## src/sv/ilp_pkg.sv

```systemverilog
`timescale 1ns / 1ps
`default_nettype none

package ilp_pkg;

    localparam int MAX_LEN_DEF = 255;

    localparam int ACC_W = 32;
    localparam int SCALED_W = ACC_W + 4;

    localparam logic [ACC_W-1:0] ACC_POS_LIMIT = 32'h7FFF_FFFF;
    localparam logic [ACC_W-1:0] ACC_NEG_LIMIT = 32'h8000_0000;

    localparam logic [7:0] CH_SPACE = 8'h20;
    localparam logic [7:0] CH_TAB = 8'h09;
    localparam logic [7:0] CH_CR = 8'h0D;
    localparam logic [7:0] CH_PLUS = 8'h2B;
    localparam logic [7:0] CH_MINUS = 8'h2D;
    localparam logic [7:0] CH_ZERO = 8'h30;
    localparam logic [7:0] CH_SEVEN = 8'h37;
    localparam logic [7:0] CH_NINE = 8'h39;
    localparam logic [7:0] CH_LOW_A = 8'h61;
    localparam logic [7:0] CH_LOW_F = 8'h66;
    localparam logic [7:0] CH_LOW_X = 8'h78;
    localparam logic [7:0] CH_CASE_BIT = 8'h20;

    typedef enum logic [2:0] {
        PH_WS1 = 3'd0,
        PH_WS2 = 3'd1,
        PH_PFX = 3'd2,
        PH_DIG = 3'd3
    } phase_t;

    typedef enum logic [1:0] {
        RAD_DEC = 2'd0,
        RAD_OCT = 2'd1,
        RAD_HEX = 2'd2
    } radix_t;

    typedef enum logic [1:0] {
        ST_OK        = 2'd0,
        ST_MALFORMED = 2'd1,
        ST_OVERFLOW  = 2'd2
    } status_t;

    typedef struct packed {
        phase_t           phase;
        logic             negative;
        radix_t           radix;
        logic [ACC_W-1:0] acc;
        logic             overflowed;
        logic             emitted;
    } parse_state_t;

    typedef struct packed {
        logic signed [31:0] value;
        status_t            status;
    } parse_result_t;

    localparam parse_state_t PARSE_STATE_RESET = '{
        phase:      PH_WS1,
        negative:   1'b0,
        radix:      RAD_DEC,
        acc:        '0,
        overflowed: 1'b0,
        emitted:    1'b0
    };

endpackage

`default_nettype wire

```

## src/sv/integer_literal_parser.sv

```systemverilog
// Integer literal parser.
// Slave stream: one string byte per request in s_tdata, s_tlast on the final
// byte. Master stream: one result per string, sent when parsing stops (first
// byte not accepted, NUL, or the byte with s_tlast). Bytes after a result are
// dropped until s_tlast, which restarts the parse.
// Pipeline: a byte is held in the input register, then its result lands in
// the output register, which drives m_tvalid. Throughput: one byte per
// cycle while the receiver is not stalling, set by the combinational
// multiply-add of the accumulator between the two registers.
// Reset (aresetn low, synchronous) empties both registers and returns the
// parse to leading whitespace with a zero accumulator and position.
// When the receiver stalls with a result pending, the input register still
// takes one byte; further bytes wait on s_tready until m_tready returns.
// end_offset is the position masked to 8 bits; the position saturates at
// MAX_LEN.
`timescale 1ns / 1ps
`default_nettype none

module integer_literal_parser
    import ilp_pkg::*;
#(
    parameter int MAX_LEN = MAX_LEN_DEF
) (
    input  wire logic        aclk,
    input  wire logic        aresetn,
    input  wire logic        s_tvalid,
    output logic             s_tready,
    input  wire logic [7:0]  s_tdata,   // [7:0] ch
    input  wire logic        s_tlast,
    output logic             m_tvalid,
    input  wire logic        m_tready,
    output logic [47:0]      m_tdata    // [31:0] value, [33:32] status, [41:34] end_offset
);

    localparam int POS_W = $clog2(MAX_LEN + 1);

    logic             in_valid_reg;
    logic [7:0]       in_ch_reg;
    logic             in_last_reg;
    parse_state_t     state_reg;
    parse_state_t     state_next;
    logic [POS_W-1:0] position_reg;
    logic [POS_W-1:0] position_next;
    logic [POS_W-1:0] offset;
    logic             out_valid_reg;
    parse_result_t    out_result_reg;
    logic [7:0]       out_offset_reg;
    logic             emit;
    parse_result_t    result;
    logic             advance;
    logic             process;

    assign advance = !out_valid_reg || m_tready;
    assign s_tready = !in_valid_reg || advance;
    assign process = in_valid_reg && advance;

    ilp_step #(
        .MAX_LEN(MAX_LEN),
        .POS_W(POS_W)
    ) u_step (
        .ch(in_ch_reg),
        .last(in_last_reg),
        .state(state_reg),
        .position(position_reg),
        .state_next(state_next),
        .position_next(position_next),
        .offset(offset),
        .emit(emit),
        .result(result)
    );

    always_ff @(posedge aclk) begin
        if (!aresetn) begin
            in_valid_reg <= 1'b0;
            out_valid_reg <= 1'b0;
            state_reg <= PARSE_STATE_RESET;
            position_reg <= '0;
        end else begin
            if (s_tready) begin
                in_valid_reg <= s_tvalid;
            end
            if (advance) begin
                out_valid_reg <= process && emit;
            end
            if (process) begin
                state_reg <= state_next;
                position_reg <= position_next;
            end
        end
    end

    always_ff @(posedge aclk) begin
        if (s_tready && s_tvalid) begin
            in_ch_reg <= s_tdata;
            in_last_reg <= s_tlast;
        end
        if (process && emit) begin
            out_result_reg <= result;
            out_offset_reg <= 8'(offset);
        end
    end

    assign m_tvalid = out_valid_reg;
    assign m_tdata = {6'b0, out_offset_reg, out_result_reg.status, out_result_reg.value};

    a_malformed_zero: assert property (@(posedge aclk) disable iff (!aresetn)
        (m_tvalid && out_result_reg.status == ST_MALFORMED) |-> (out_result_reg.value == 0))
        else $error("malformed octal result carries a nonzero value");

    a_position_bound: assert property (@(posedge aclk) disable iff (!aresetn)
        position_reg <= POS_W'(MAX_LEN))
        else $error("position beyond MAX_LEN");

    a_single_result: assert property (@(posedge aclk) disable iff (!aresetn)
        (in_valid_reg && state_reg.emitted) |-> !emit)
        else $error("second result for one string");

    a_emitted_set: assert property (@(posedge aclk) disable iff (!aresetn)
        (process && emit && !in_last_reg) |=> state_reg.emitted)
        else $error("parse not closed after result");

endmodule

`default_nettype wire

```

## src/sv/ilp_step.sv

```systemverilog
`timescale 1ns / 1ps
`default_nettype none

module ilp_step
    import ilp_pkg::*;
#(
    parameter int MAX_LEN = MAX_LEN_DEF,
    parameter int POS_W = $clog2(MAX_LEN + 1)
) (
    input  wire logic [7:0]       ch,
    input  wire logic             last,
    input  wire parse_state_t     state,
    input  wire logic [POS_W-1:0] position,
    output parse_state_t          state_next,
    output logic [POS_W-1:0]      position_next,
    output logic [POS_W-1:0]      offset,
    output logic                  emit,
    output parse_result_t         result
);

    logic [7:0]          lower;
    logic                is_ws;
    logic                is_sign;
    logic                dec_digit;
    logic                hex_letter;
    logic                malformed;
    logic                digit_ok;
    logic [3:0]          dval;
    logic [SCALED_W-1:0] acc_wide;
    logic [SCALED_W-1:0] scaled;
    logic [SCALED_W-1:0] sum;
    logic [ACC_W-1:0]    limit;
    logic                over;
    logic                consumed;
    logic                bad_octal;
    parse_state_t        upd;
    logic [ACC_W-1:0]    magnitude;

    assign lower = ch | CH_CASE_BIT;
    assign is_ws = (ch == CH_SPACE) || (ch >= CH_TAB && ch <= CH_CR);
    assign is_sign = (ch == CH_PLUS) || (ch == CH_MINUS);
    assign dec_digit = (ch >= CH_ZERO) && (ch <= CH_NINE);
    assign hex_letter = (state.radix == RAD_HEX) && (lower >= CH_LOW_A) && (lower <= CH_LOW_F);
    assign malformed = (state.radix == RAD_OCT) && (ch > CH_SEVEN) && (ch <= CH_NINE);
    assign digit_ok = (dec_digit && !malformed) || hex_letter;
    assign dval = dec_digit ? 4'(ch - CH_ZERO) : 4'(lower - CH_LOW_A + 8'd10);

    assign acc_wide = SCALED_W'(state.acc);

    always_comb begin
        unique case (state.radix)
            RAD_OCT: scaled = acc_wide << 3;
            RAD_HEX: scaled = acc_wide << 4;
            default: scaled = (acc_wide << 3) + (acc_wide << 1);
        endcase
    end

    assign sum = scaled + SCALED_W'(dval);
    assign limit = state.negative ? ACC_NEG_LIMIT : ACC_POS_LIMIT;
    assign over = sum > SCALED_W'(limit);

    always_comb begin
        upd = state;
        consumed = 1'b0;
        bad_octal = 1'b0;
        priority if (position >= POS_W'(MAX_LEN)) begin
            consumed = 1'b0;
        end else if ((state.phase == PH_WS1 || state.phase == PH_WS2) && is_ws) begin
            consumed = 1'b1;
        end else if (state.phase == PH_WS1 && is_sign) begin
            consumed = 1'b1;
            upd.negative = (ch == CH_MINUS);
            upd.phase = PH_WS2;
        end else if ((state.phase == PH_WS1 || state.phase == PH_WS2) && ch == CH_ZERO) begin
            consumed = 1'b1;
            upd.radix = RAD_OCT;
            upd.phase = PH_PFX;
        end else if (state.phase == PH_PFX && lower == CH_LOW_X) begin
            consumed = 1'b1;
            upd.radix = RAD_HEX;
            upd.phase = PH_DIG;
        end else if (malformed) begin
            bad_octal = 1'b1;
        end else if (digit_ok) begin
            consumed = 1'b1;
            upd.acc = over ? limit : sum[ACC_W-1:0];
            upd.overflowed = state.overflowed | over;
            upd.phase = PH_DIG;
        end else begin
            consumed = 1'b0;
        end
    end

    assign emit = !state.emitted && (!consumed || last);
    assign magnitude = upd.negative ? (ACC_W'(0) - upd.acc) : upd.acc;
    assign offset = consumed ? position + POS_W'(1) : position;

    always_comb begin
        if (bad_octal) begin
            result.value = '0;
            result.status = ST_MALFORMED;
        end else begin
            result.value = $signed(magnitude);
            result.status = upd.overflowed ? ST_OVERFLOW : ST_OK;
        end
    end

    always_comb begin
        if (last) begin
            state_next = PARSE_STATE_RESET;
            position_next = '0;
        end else if (state.emitted) begin
            state_next = state;
            position_next = position;
        end else begin
            state_next = upd;
            state_next.emitted = emit;
            position_next = offset;
        end
    end

endmodule

`default_nettype wire

```

## config.mk

```make
export PLATFORM = sky130hd
export DESIGN_NAME = integer_literal_parser
export DESIGN_NICKNAME = d
export VERILOG_FILES = /design/src/sv/ilp_pkg.sv /design/src/sv/integer_literal_parser.sv /design/src/sv/ilp_step.sv
export SDC_FILE = /design/constraint.sdc
export NUM_CORES = 1
export LEC_CHECK = 0
export ABC_AREA = 1
export BUFFER_PORTS_ARGS = -buffer_cell sky130_fd_sc_hd__buf_4
export CAP_MARGIN = 15
export CORE_ASPECT_RATIO = 0.7
export CORE_MARGIN = 5
export CORE_UTILIZATION = 50
export CTS_CLUSTER_SIZE = 12
export DETAILED_ROUTE_END_ITERATION = 12
export PLACE_DENSITY = 0.68
export SYNTH_ARGS = -nofsm -noshare
export SYNTH_HDL_FRONTEND = slang
export SYNTH_SLANG_ARGS = --single-unit
export TNS_END_PERCENT = 50
```

## constraint.sdc

```tcl
create_clock -name aclk -period 9 [get_ports aclk]
set_input_delay 1.8 -clock aclk [delete_from_list [all_inputs] [get_ports aclk]]
set_output_delay 1.8 -clock aclk [all_outputs]
set_load 0.02 [all_outputs]
```

[Word level (Yosys, flattened, before mapping)]
Cells that the tools add are included.
Word-level totals
  latch bits: 0
  input bits: 13
  register bits after elaboration: 101
  output and inout port bits: 50
  word-level logic and storage cells: 117
  memory bits (read-only): 0
  memories: 0
  memory bits (writable): 0
Operators by class
  divide/modulo/power cells: 0
  muxes and demuxes: 39
  shift operators: 0
  add/subtract/negate cells: 7
  bitwise operators: 1
  multipliers: 0
  reduce and logical (&&, ||, !) cells: 33
  $lt $le $gt $ge: 9
  eq/ne operators: 14
Operators by type and width (number)
  $mux 33: 4
  $mux 32: 3
  $mux 40: 2
  $mux 39: 2
  $pmux 36 s2: 1
  $add 35x33->36: 1
  $add 36x4->36: 1
  $gt 36x32->1: 1
  $mux 35: 1
  $eq 8x6->1 const B: 4
  $sub 1x32->32 const A: 1
  $mux 8: 3
  $logic_and 1x1->1: 15
  $mux 3: 5
  $mux 1: 14
  $reduce_and 6->1: 2
  $add 8x1->8 const B: 1
  $ge 8x4->1 const B: 1
  $ge 8x6->1 const B: 1
  $ge 8x7->1 const B: 1
  $ge 8x8->1 const B: 1
  $gt 8x6->1 const B: 1
  $le 8x4->1 const B: 1
  $le 8x6->1 const B: 1
  19 further kinds: 35

[Logic depth before layout (Yosys ltp)]
Gate-level depths: netlist (run 1).
  depth in word-level cells: 18
  mapped depth: 50
  mapped depth without buffers: 49

[Modules after synthesis]
Synthesis (run 1) repeated with hierarchy kept, for this count alone.
Second synthesis, totals
  cells, all modules: 2113
  area, all modules: 12487.0 sq um
Modules (own cells, without submodules)
  ilp_step: cells an instance 1724, times used 1, area an instance 8615.8 sq um, seq. area each 0.0 sq um
  integer_literal_parser: cells an instance 389, times used 1, area an instance 3871.2 sq um, seq. area each 2532.4 sq um

[Worst setup path after synthesis (run 1)]
No wires, ideal clock.
  kind: reg-to-reg
  from: register in_ch_reg[0]
  to: register out_result_reg, in the netlist m_tdata[26], data pin
  path slack: 2.726 ns
  cell stages (with the launch flop): 48
  library setup time: 0.255 ns
  required time: 8.745 ns
  arrival: 6.020 ns
  path through: edfxtp_1 -> inv_1 -> ha_1 -> inv_1 -> o21ai_0 -> o31ai_1 -> nor2_1 -> inv_1 -> nand2_1 -> xor2_1 -> inv_1 -> fa_1 -> nor2_1 -> o21ai_1 -> nor2_2 -> nand3_2 -> nor3_1 -> nand4_1 -> [... 12 more ...] -> nand2_1 -> nand2_1 -> nand3_2 -> nor2_4 -> nand2_4 -> nand2_4 -> buf_6 -> nand3_1 -> o21ai_2 -> inv_2 -> ha_1 -> inv_1 -> nor2_4 -> nand2_2 -> nor2_4 -> nand2_1 -> a21oi_1 -> nor2_1
Between the ends
  longest elaborated chain between the ends: 15
  elaborated cells between the ends (all ways): 50
RTL lines
  start, declared: RTL line integer_literal_parser.sv:38  | logic [7:0] in_ch_reg;
  start signal, assigned: RTL line integer_literal_parser.sv:94  | in_ch_reg <= s_tdata;
  $sub 4x1->4 (tied with other cells): RTL line ilp_step.sv:46  | assign dval = dec_digit ? 4'(ch - CH_ZERO) : 4'(lower - CH_LOW_A + 8'd10);
  $add 4x4->4 (tied with other cells): RTL line ilp_step.sv:46
  $mux 4 or $logic_and 1x1->1 (tied branches): RTL line ilp_step.sv:46, ilp_step.sv:44
  $add 36x4->36 or $logic_not 1->1 (tied branches): RTL line ilp_step.sv:58, ilp_step.sv:45
  $gt 36x32->1 or $logic_and 1x1->1 (tied branches): RTL line ilp_step.sv:60, ilp_step.sv:45
  $mux 32 or $logic_or 1x1->1 (tied branches): RTL line ilp_step.sv:86, ilp_step.sv:45
  $mux 33: RTL line ilp_step.sv:84  | end else if (digit_ok) begin
  $mux 33: RTL line ilp_step.sv:82  | end else if (malformed) begin
  $mux 33: RTL line ilp_step.sv:78  | end else if (state.phase == PH_PFX && lower == CH_LOW_X) begin
  $mux 33: RTL line ilp_step.sv:74  | end else if ((state.phase == PH_WS1 || state.phase == PH_WS2) && ch == CH_ZERO) begin
  $mux 35: RTL line ilp_step.sv:70  | end else if (state.phase == PH_WS1 && is_sign) begin
  $mux 39: RTL line ilp_step.sv:68  | end else if ((state.phase == PH_WS1 || state.phase == PH_WS2) && is_ws) begin
  $mux 39: RTL line ilp_step.sv:66  | priority if (position >= POS_W'(MAX_LEN)) begin
  $sub 1x32->32: RTL line ilp_step.sv:95  | assign magnitude = upd.negative ? (ACC_W'(0) - upd.acc) : upd.acc;
  $mux 32: RTL line ilp_step.sv:95
  end signal, assigned: RTL line integer_literal_parser.sv:98  | out_result_reg <= result;
  end, declared: RTL line integer_literal_parser.sv:46  | parse_result_t out_result_reg;
Parallel ways exist; a longest one is shown, timed or not. The select of a mux whose other input is x is not followed.
A chain may end at the register's enable or synchronous reset.

[Worst setup path after layout (run 1)]
  from: register in_ch_reg[0]
  to: register out_result_reg, in the netlist m_tdata[28], data pin
The elaborated chain is that of the path after synthesis.

==> results of run 1 <==
[cell usage in the layout, fill, tap and decap left out, drive strengths merged, types with 26 or more instances in the layout]
cell type  synthesis  routed
nand2            588     588
inv              258     261
nor2             188     188
nand3            161     161
a21oi            117     117
ha                74      74
buf               28      64
o21ai             55      55
edfxtp            51      51
dfxtp             49      49
nand4             28      28
xor2              26      26
[per-layer routing]
metal	share of wire, %	wire length [um]
met5	0	0
met4	2.1	648
met3	6.4	1962
met2	43	13020
met1	49	14890
[cells by family after synthesis]
kind of cell | share of synthesized area [%]
muxes | 0.1035
adders and majority gates | 8.883
xor gates and xnor gates | 2.577
buffers and inverters | 11.89
and+or+nand+nor | 42.31
AOI/OAI and AO/OA | 11.10
other | 0.03449
DFF | 23.10
[worst max-delay path by stage]
stage / endpoint / slack (ns) / depth (start not counted)
finish: m_tdata[28] / 1.29 / 42
global route: m_tdata[30] / 0.28 / 41
CTS: m_tdata[28] / 1.36 / 42
detailed placement: m_tdata[28] / 1.38 / 42
global placement: m_tdata[28] / 1.81 / 42
floorplan: m_tdata[26] / 2.73 / 47
[area by class of cell]
class,instances,area share (%)
well taps,282,3.007
clock inverters,6,0.5971
repair buffers,64,4.095
clock buffers,10,1.951
multi-input cells,1345,60.56
inverters,262,8.381
flip-flops and latches,100,21.41
[critical path: cells and delay by family (launching register included)]
family	cells	cell delay [ns]
adder cells (fa/ha/maj)	4	1.19
XOR/XNOR	2	0.42
flip-flops	1	0.46
AO/OA/AOI/OAI	4	0.49
AND/OR/NAND/NOR	25	4.21
buffers and inverters	7	0.69
[metrics by stage]
step / instances / util [%]
CTS: 2069 / 54.41
finish: 2069 / 54.41
global route: 2069 / 54.41
floorplan: 1760 / -
detailed placement: 2053 / 53.03
global placement: 2053 / 53.03
[power groups by stage]
| stage | Sequential (mW) | Clock (mW) | Combinational, mW |
|---|---|---|---|
| after floorplan | 0.548 | 0 | 0.297 |
| after global placement | 0.531 | 0 | 0.401 |
| after detailed placement | 0.531 | 0 | 0.405 |
| after CTS | 0.521 | 0.407 | 0.407 |
| after global routing | 0.524 | 0.422 | 0.459 |
| final | 0.521 | 0.399 | 0.410 |
==> flow_summary.toml, run 1 <==
[worst_hold_path]
hold-path-endpoint = "position_reg[3]"
min_path_cells = 2
holdCritPathClass = "reg2reg"
hp-start = "position_reg[3]"

[setup_path]
worstReg2RegStart = "in_ch_reg[0]"
crit_path_frequent_cell = "inv_1"
reg2reg_depth = 42
critPathArrivalTime_ns = 7.82
path_class = "reg2reg"
endpoint_kind = "register"
crit_fanout = 28
cpMaxStageDelayCell = "nor2_4"
worstPathRequired_ns = 9.11
r2r_slack_ns = 1.29
crit_start = "in_ch_reg[0]"
worst_setup_path_start_kind = "register"
worstReg2RegEnd = "m_tdata[28]"
critPathMaxStageDelay_ns = 0.51

[placement]
dpl_cell_area_mm2 = 0.01143
gp_congestion = 0.9549
dpl_worst_slack_ns = 1.384
dp_hpwl_mm = 24.12
portBuffers = 56

[detailed_routing]
postRouteAntennaNets = 0
vias_per_cell = 5.412
num_vias = 11200
drc = 0
dr.first_iter.drc_count = 1129
dr.pass1.iters = 6
wl_per_cell_um = 14.75
wirelength_mm = 30.52

[timing]
rsz0062_at_grt = "false"
timing.hold.ws_ns = 0.4873
layout_min_cycle_time_ns = 7.710
fmax_ghz = 0.1297
relSlewSlack_pct = 32.43
hold_viol = 0
slew_violations = 0
min_period_over_period_pct = 85.67
clock_skew_ns = 0.01038
setup_slack_ns = 1.290
setup_viol = 0
worstMarginPinSlew_ns = 1.011
fin_tns_setup_ns = 0

[synth]
synth_area_leader_cell = "nand2_1"
synthTopCellsByCount = "550 x nand2_1, 242 x inv_1, 148 x nor2_1"
ys_top_cells_by_area = "nand2_1 19%, edfxtp_1 14%, dfxtp_1 9.0%, ha_1 8.5%, inv_1 8.4%"
synth_most_common_cell = "nand2_1"
synth.distinct_cells = 57
synth_top_area_share_pct = 18.99
async_reset_ff_share_pct = 0
netlist_area_mm2 = 0.01087
synth-main-ff-cell = "edfxtp_1"
synth_seq_cells = 100
seq_area_frac_synth_pct = 23.10
yosysWarningCount = 0
postSynthAreaPerCell_um2 = 6.196
syn_inst = 1755
synth_edf_count = 51

[power]
ir_drop_mv = 0.08526
leakage_nw = 5.742
powerDensity_mw_per_mm2 = 113.4
switching_share_pct = 35.68
p_sw_uw = 474.6
seq_power_share_pct = 39.2
power_frac_clock_pct = 30.0
p_int_uw = 855.6
combinationalPowerShare_pct = 30.8
fin_total_pwr_mw = 1.330

[floorplan]
die_w_um = 186.3
start_util_pct = 50.43
die_height_um = 133.4
rows = 45
ios = 63
die_area_mm2 = 0.02485
coreArea_mm2 = 0.02156

[grt]
groute.layer.met3.usage_pct = 4.067
grt_pass1_wl_mm = 50.17
gr-usage-met1_pct = 37.02
gr-total-overflow = 0
grt_max_degree = 59
grt_pass1_vias = 10070
grt_util_met2_pct = 36.96
antenna_found_initial = 0
gr-max-usage-layer = "met1"
grt_usage_pct = 24.64

[cells_and_area]
final_area_mm2 = 0.01173
antenna_cells = 0
n_fill_cell = 2232
fin_nets = 1871
largest_reg_flops = 39
multiInputGateArea_mm2 = 0.007106
drive_above_1_share_pct = 11.64
syn2layout_area_growth_pct = 7.905
regArea_mm2 = 0.002512

[clock_network]
clockRootBuffer = "clkbuf_16"
cts_tree = "yes"
cts_htree_levels = 3
postCtsHoldBufs = 0
cts_max_path_buffers = 2
cts_resized = 0
clk_pin_slew_ns = 0.07
cts_sinks = 100
cts_inserted_buffers = 9
clk-insertion-delay-late_ns = 0.36
postCtsSetupRepairBufs = 0

[run]
drv_cap = 0

[status]
status = "finished, final reports clean"
Power figures use the tool's default switching activity.
==> run 2: changes to the inputs <==
--- a/config.mk
+++ b/config.mk
@@ -14,6 +14,7 @@
 export CTS_CLUSTER_SIZE = 12
 export DETAILED_ROUTE_END_ITERATION = 12
 export PLACE_DENSITY = 0.68
+export REMOVE_ABC_BUFFERS = 1
 export SYNTH_ARGS = -nofsm -noshare
 export SYNTH_HDL_FRONTEND = slang
 export SYNTH_SLANG_ARGS = --single-unit
==> run 2 against run 1 <==
Fmax decreased by 1.5%. Core utilization barely moved. Final area barely moved. Clock skew fell by 0.00050 ns. Critical path depth did not move. Critical path type unchanged. Largest cell class unchanged. Largest power group unchanged. Highest routed layer unchanged.
==> flow_summary.toml, run 2 (synthesized netlist as in run 1, its figures left out) <==
[clock_network]
cts_sinks = 100
clockRootBuffer = "clkbuf_16"
cts_tree = "yes"
cts_resized = 0
postCtsHoldBufs = 0
cts_htree_levels = 3
cts_max_path_buffers = 2
cts_inserted_buffers = 9
clk-insertion-delay-late_ns = 0.35
clk_pin_slew_ns = 0.07
postCtsSetupRepairBufs = 0

[cells_and_area]
antenna_cells = 0
fin_nets = 1870
syn2layout_area_growth_pct = 7.916
n_fill_cell = 2171
final_cell_mix = "550 x nand2_1, 242 x inv_1, 147 x nor2_1, 145 x nand3_1, 116 x a21oi_1"
largest_reg_flops = 39
drive_above_1_share_pct = 11.53
final_util_pct = 54.42
final_common_cell = "nand2_1"

[setup_path]
critPathArrivalTime_ns = 7.93
critPathMaxStageDelay_ns = 0.51
worstPathRequired_ns = 9.10
cpMaxStageDelayCell = "nor4b_1"
crit_path_frequent_cell = "inv_1"
worst_setup_path_start_kind = "register"
path_class = "reg2reg"
endpoint_kind = "register"
reg2reg_depth = 42
crit_fanout = 28

[grt]
antenna_found_initial = 0
grt_usage_pct = 24.87
gr-total-overflow = 0
grt_pass1_vias = 9961
grt_max_degree = 57
grt_pass1_wl_mm = 51.07

[floorplan]
rows = 45
die_area_mm2 = 0.02485
die_w_um = 186.3
coreArea_mm2 = 0.02156
ios = 63
die_height_um = 133.4
start_util_pct = 50.43

[detailed_routing]
wl_per_cell_um = 15.05
num_vias = 11050
drc = 0
wirelength_mm = 31.12
dr.pass1.iters = 6
dr.first_iter.drc_count = 1121
postRouteAntennaNets = 0
vias_per_cell = 5.345

[timing]
setup_viol = 0
slew_violations = 0
fin_tns_setup_ns = 0
relSlewSlack_pct = 26.90
layout_min_cycle_time_ns = 7.825
setup_slack_ns = 1.175
clock_skew_ns = 0.009875
hold_viol = 0
rsz0062_at_grt = "false"
fmax_ghz = 0.1278
min_period_over_period_pct = 86.95
worstMarginPinSlew_ns = 1.095

[power]
powerDensity_mw_per_mm2 = 113.9
leakage_nw = 5.732
ir_drop_mv = 0.09287

[placement]
portBuffers = 56
dp_hpwl_mm = 25.01
dpl_worst_slack_ns = 1.331
gp_congestion = 0.9726

[status]
status = "finished, final reports clean"

[run]
drv_cap = 0

[worst_hold_path]
holdCritPathClass = "reg2reg"
min_path_cells = 2
[run 2: cell types whose count changed in the layout (fill, tap and decap cells not counted), sizes merged]
cell,delta
buf,-1
clkinvlp,+1
clkbuf,+3
inv,-2
clkinv,-2
[run 2: report_power, final]
group	switching, mW	total [mW]	leakage, nW	internal (mW)
combinational	0.282	0.412	4.69	0.130
sequential	0.0139	0.521	0.900	0.507
clock	0.169	0.403	0.146	0.233
total	0.466	1.34	5.73	0.870
[run 2: cell type report]
class                   count  area [um2]  share of cell area, %
flip-flops and latches    100        2512                  21.41
clock inverters             3       43.79                 0.3732
well taps                 282       352.8                  3.007
clock buffers              13       261.5                  2.228
multi-input cells        1345        7108                  60.57
inverters                 262       983.4                  8.380
repair buffers             63       473.0                  4.030
[run 2: path summary, 6_finish.rpt]
path | from | slack, ns | end
worst max-delay path | in_ch_reg[0] | 1.17 | m_tdata[28]
worst min-delay path | position_reg[3] | 0.47 | position_reg[3]
worst max register to register | in_ch_reg[0] | 1.17 | m_tdata[28]
worst min register to register | position_reg[3] | 0.47 | position_reg[3]
[run 2: through the flow]
stage	instance area (um2)	hold slack, ns	power [mW]	cells
after floorplan	10580	0.4453	0.8259	1707
after global placement	11430	0.4552	0.9340	2052
after detailed placement	11430	0.4596	0.9380	2052
after CTS	11740	0.4700	1.341	2068
after global routing	11740	0.5148	1.410	2068
final	11740	0.4682	1.336	2068
[run 2: critical path, delay by kind of cell, from the launching register on]
family | cells | cell delay [ns]
DFF | 1 | 0.45
xor gates and xnor gates | 2 | 0.40
and+or+nand+nor | 25 | 4.21
AOI/OAI and AO/OA | 4 | 0.57
adders and majority gates | 4 | 1.21
buffers and inverters | 7 | 0.73
[run 2: per-layer routing]
| metal | GRT usage [%] | wire length, um | vias to the layer above |
|---|---|---|---|
| met5 | 0 | 0 | - |
| met4 | 4.086 | 401 | 0 |
| met3 | 3.957 | 2009 | 31 |
| met2 | 36.66 | 13160 | 340 |
| met1 | 38.63 | 15550 | 4978 |
| li1 | - | - | 5705 |
==> run 3: changes to the inputs <==
--- a/config.mk
+++ b/config.mk
@@ -9,11 +9,11 @@
 export BUFFER_PORTS_ARGS = -buffer_cell sky130_fd_sc_hd__buf_4
 export CAP_MARGIN = 15
 export CORE_ASPECT_RATIO = 0.7
-export CORE_MARGIN = 5
+export CORE_MARGIN = 3
 export CORE_UTILIZATION = 50
 export CTS_CLUSTER_SIZE = 12
 export DETAILED_ROUTE_END_ITERATION = 12
-export PLACE_DENSITY = 0.68
+export PLACE_DENSITY = 0.69
 export REMOVE_ABC_BUFFERS = 1
 export SYNTH_ARGS = -nofsm -noshare
 export SYNTH_HDL_FRONTEND = slang
==> constraint.sdc (replaced) <==
create_clock -name aclk -period 9 [get_ports aclk]
set_input_delay 1.8 -clock aclk [delete_from_list [all_inputs] [get_ports aclk]]
set_output_delay 1.8 -clock aclk [all_outputs]
set_load 0.01 [all_outputs]
==> run 3 against run 2 <==
Fmax up 2.0%. Final area is 0.44% lower. Die area decreased by 5.1%. Sequential power hardly changed. Critical path depth unchanged. Non-clock buffer count stayed put. Routed wire length grew 1.4%. Clock-buffer cell count fell by 2. Critical path type unchanged. Critical endpoint is now m_tdata[24].
==> flow_summary.toml, run 3 (synthesized netlist as in run 1, its figures left out) <==
[timing]
hold_viol = 0
slew_violations = 0
rsz0062_at_grt = "false"
layout_min_cycle_time_ns = 7.673
relSlewSlack_pct = 28.71
setup_slack_ns = 1.327
fmax_ghz = 0.1303
clock_skew_ns = 0.007525
setup_viol = 0
fin_tns_setup_ns = 0
min_period_over_period_pct = 85.25
worstMarginPinSlew_ns = 1.068

[clock_network]
cts_sinks = 100
cts_resized = 0
clk_pin_slew_ns = 0.07
cts_tree = "yes"
clk-insertion-delay-late_ns = 0.34
cts_htree_levels = 3
cts_max_path_buffers = 2
postCtsHoldBufs = 0
cts_inserted_buffers = 9
clockRootBuffer = "clkbuf_16"
postCtsSetupRepairBufs = 0

[run]
drv_cap = 0

[setup_path]
path_class = "reg2reg"
crit_path_frequent_cell = "inv_1"
endpoint_kind = "register"
critPathArrivalTime_ns = 7.77
critPathMaxStageDelay_ns = 0.51
cpMaxStageDelayCell = "nor2_4"
critical_path.top_delay_family = "simple AND/OR/NAND/NOR gates"
worstPathRequired_ns = 9.10
worst_setup_path_start_kind = "register"
cp.buffers_inverters = 7
crit_fanout = 28

[detailed_routing]
wl_per_cell_um = 15.30
num_vias = 11310
dr.pass1.iters = 6
drc = 0
vias_per_cell = 5.484
postRouteAntennaNets = 0
wirelength_mm = 31.55
dr.first_iter.drc_count = 1087

[grt]
grt_pass1_wl_mm = 51.58
grt_max_degree = 52
antenna_found_initial = 0
grt_usage_pct = 26.55
grt_pass1_vias = 9988
gr-total-overflow = 0

[cells_and_area]
syn2layout_area_growth_pct = 7.444
drive_above_1_share_pct = 11.53
antenna_cells = 0
n_fill_cell = 2099
multiInputGateArea_mm2 = 0.007108
final_common_cell = "nand2_1"
regArea_mm2 = 0.002512
fin_nets = 1870
final_cell_mix = "550 x nand2_1, 242 x inv_1, 147 x nor2_1, 145 x nand3_1, 116 x a21oi_1"
largest_reg_flops = 39

[placement]
portBuffers = 56
dpl_worst_slack_ns = 1.393
gp_congestion = 0.9723
dp_hpwl_mm = 25.19

[status]
status = "finished, final reports clean"

[power]
powerDensity_mw_per_mm2 = 109.1
ir_drop_mv = 0.09838
leakage_nw = 5.709

[worst_hold_path]
holdCritPathClass = "reg2reg"

[floorplan]
die_area_mm2 = 0.02358
start_util_pct = 51.71
die_height_um = 129.4
ios = 63
coreArea_mm2 = 0.02103
die_w_um = 182.3
rows = 44
run 3: cell types whose count changed in the layout (fill, tap and decap cells not counted):
cell        change
inv_4           -1
clkbuf_1        -1
bufinv_16       -1
clkinv_2        +2
clkinv_1        +1
clkinvlp_4      +1
clkbuf_16       -1
run 3: worst paths after layout:
path | end | slack, ns | startpoint | cells past startpoint
max | m_tdata[24] | 1.33 | in_ch_reg[0] | 42
min | position_reg[2] | 0.49 | position_reg[2] | 2
max reg2reg | m_tdata[24] | 1.33 | in_ch_reg[0] | 42
min reg2reg | position_reg[2] | 0.49 | position_reg[2] | 2
run 3: through the flow:
step | instance area [um2] | hold WS (ns) | power [mW] | instances | utilization (%)
5_1_grt | 11680 | 0.5077 | 1.348 | 2062 | 55.56
3_5_place_dp | 11420 | 0.4787 | 0.9285 | 2046 | 54.31
2_1_floorplan | 10580 | 0.4453 | 0.8131 | 1707 | -
4_1_cts | 11680 | 0.4892 | 1.276 | 2062 | 55.56
3_3_place_gp | 11420 | 0.4535 | 0.9235 | 2046 | 54.31
6_report | 11680 | 0.4880 | 1.275 | 2062 | 55.56
run 3: where the power goes:
group          total (mW)  internal [mW]  switching (mW)
clock network       0.350          0.186           0.164
logic               0.404          0.130           0.274
registers           0.521          0.507          0.0139
run 3: area by class of cell:
class,count,share of cell area [%]
repair buffers,63,4.048
flip-flops and latches,100,21.50
well taps,276,2.956
multi-input cells,1345,60.84
inverters,262,8.417
clock inverters,5,0.2463
clock buffers,11,1.992
run 3: tightest hold or removal path, cell delays in order, from the launching register on:
cell and delay (ns):
dfxtp_1 0.33, nand2_1 0.06, a21oi_1 0.05
run 3: per-layer routing:
metal / track usage [%] / vias up / wire length, um
met3: 3.788 / 33 / 2431
met5: 0 / - / 0
met4: 3.760 / 0 / 379
li1: - / 5699 / -
met1: 41.23 / 5121 / 15630
met2: 39.80 / 455 / 13110
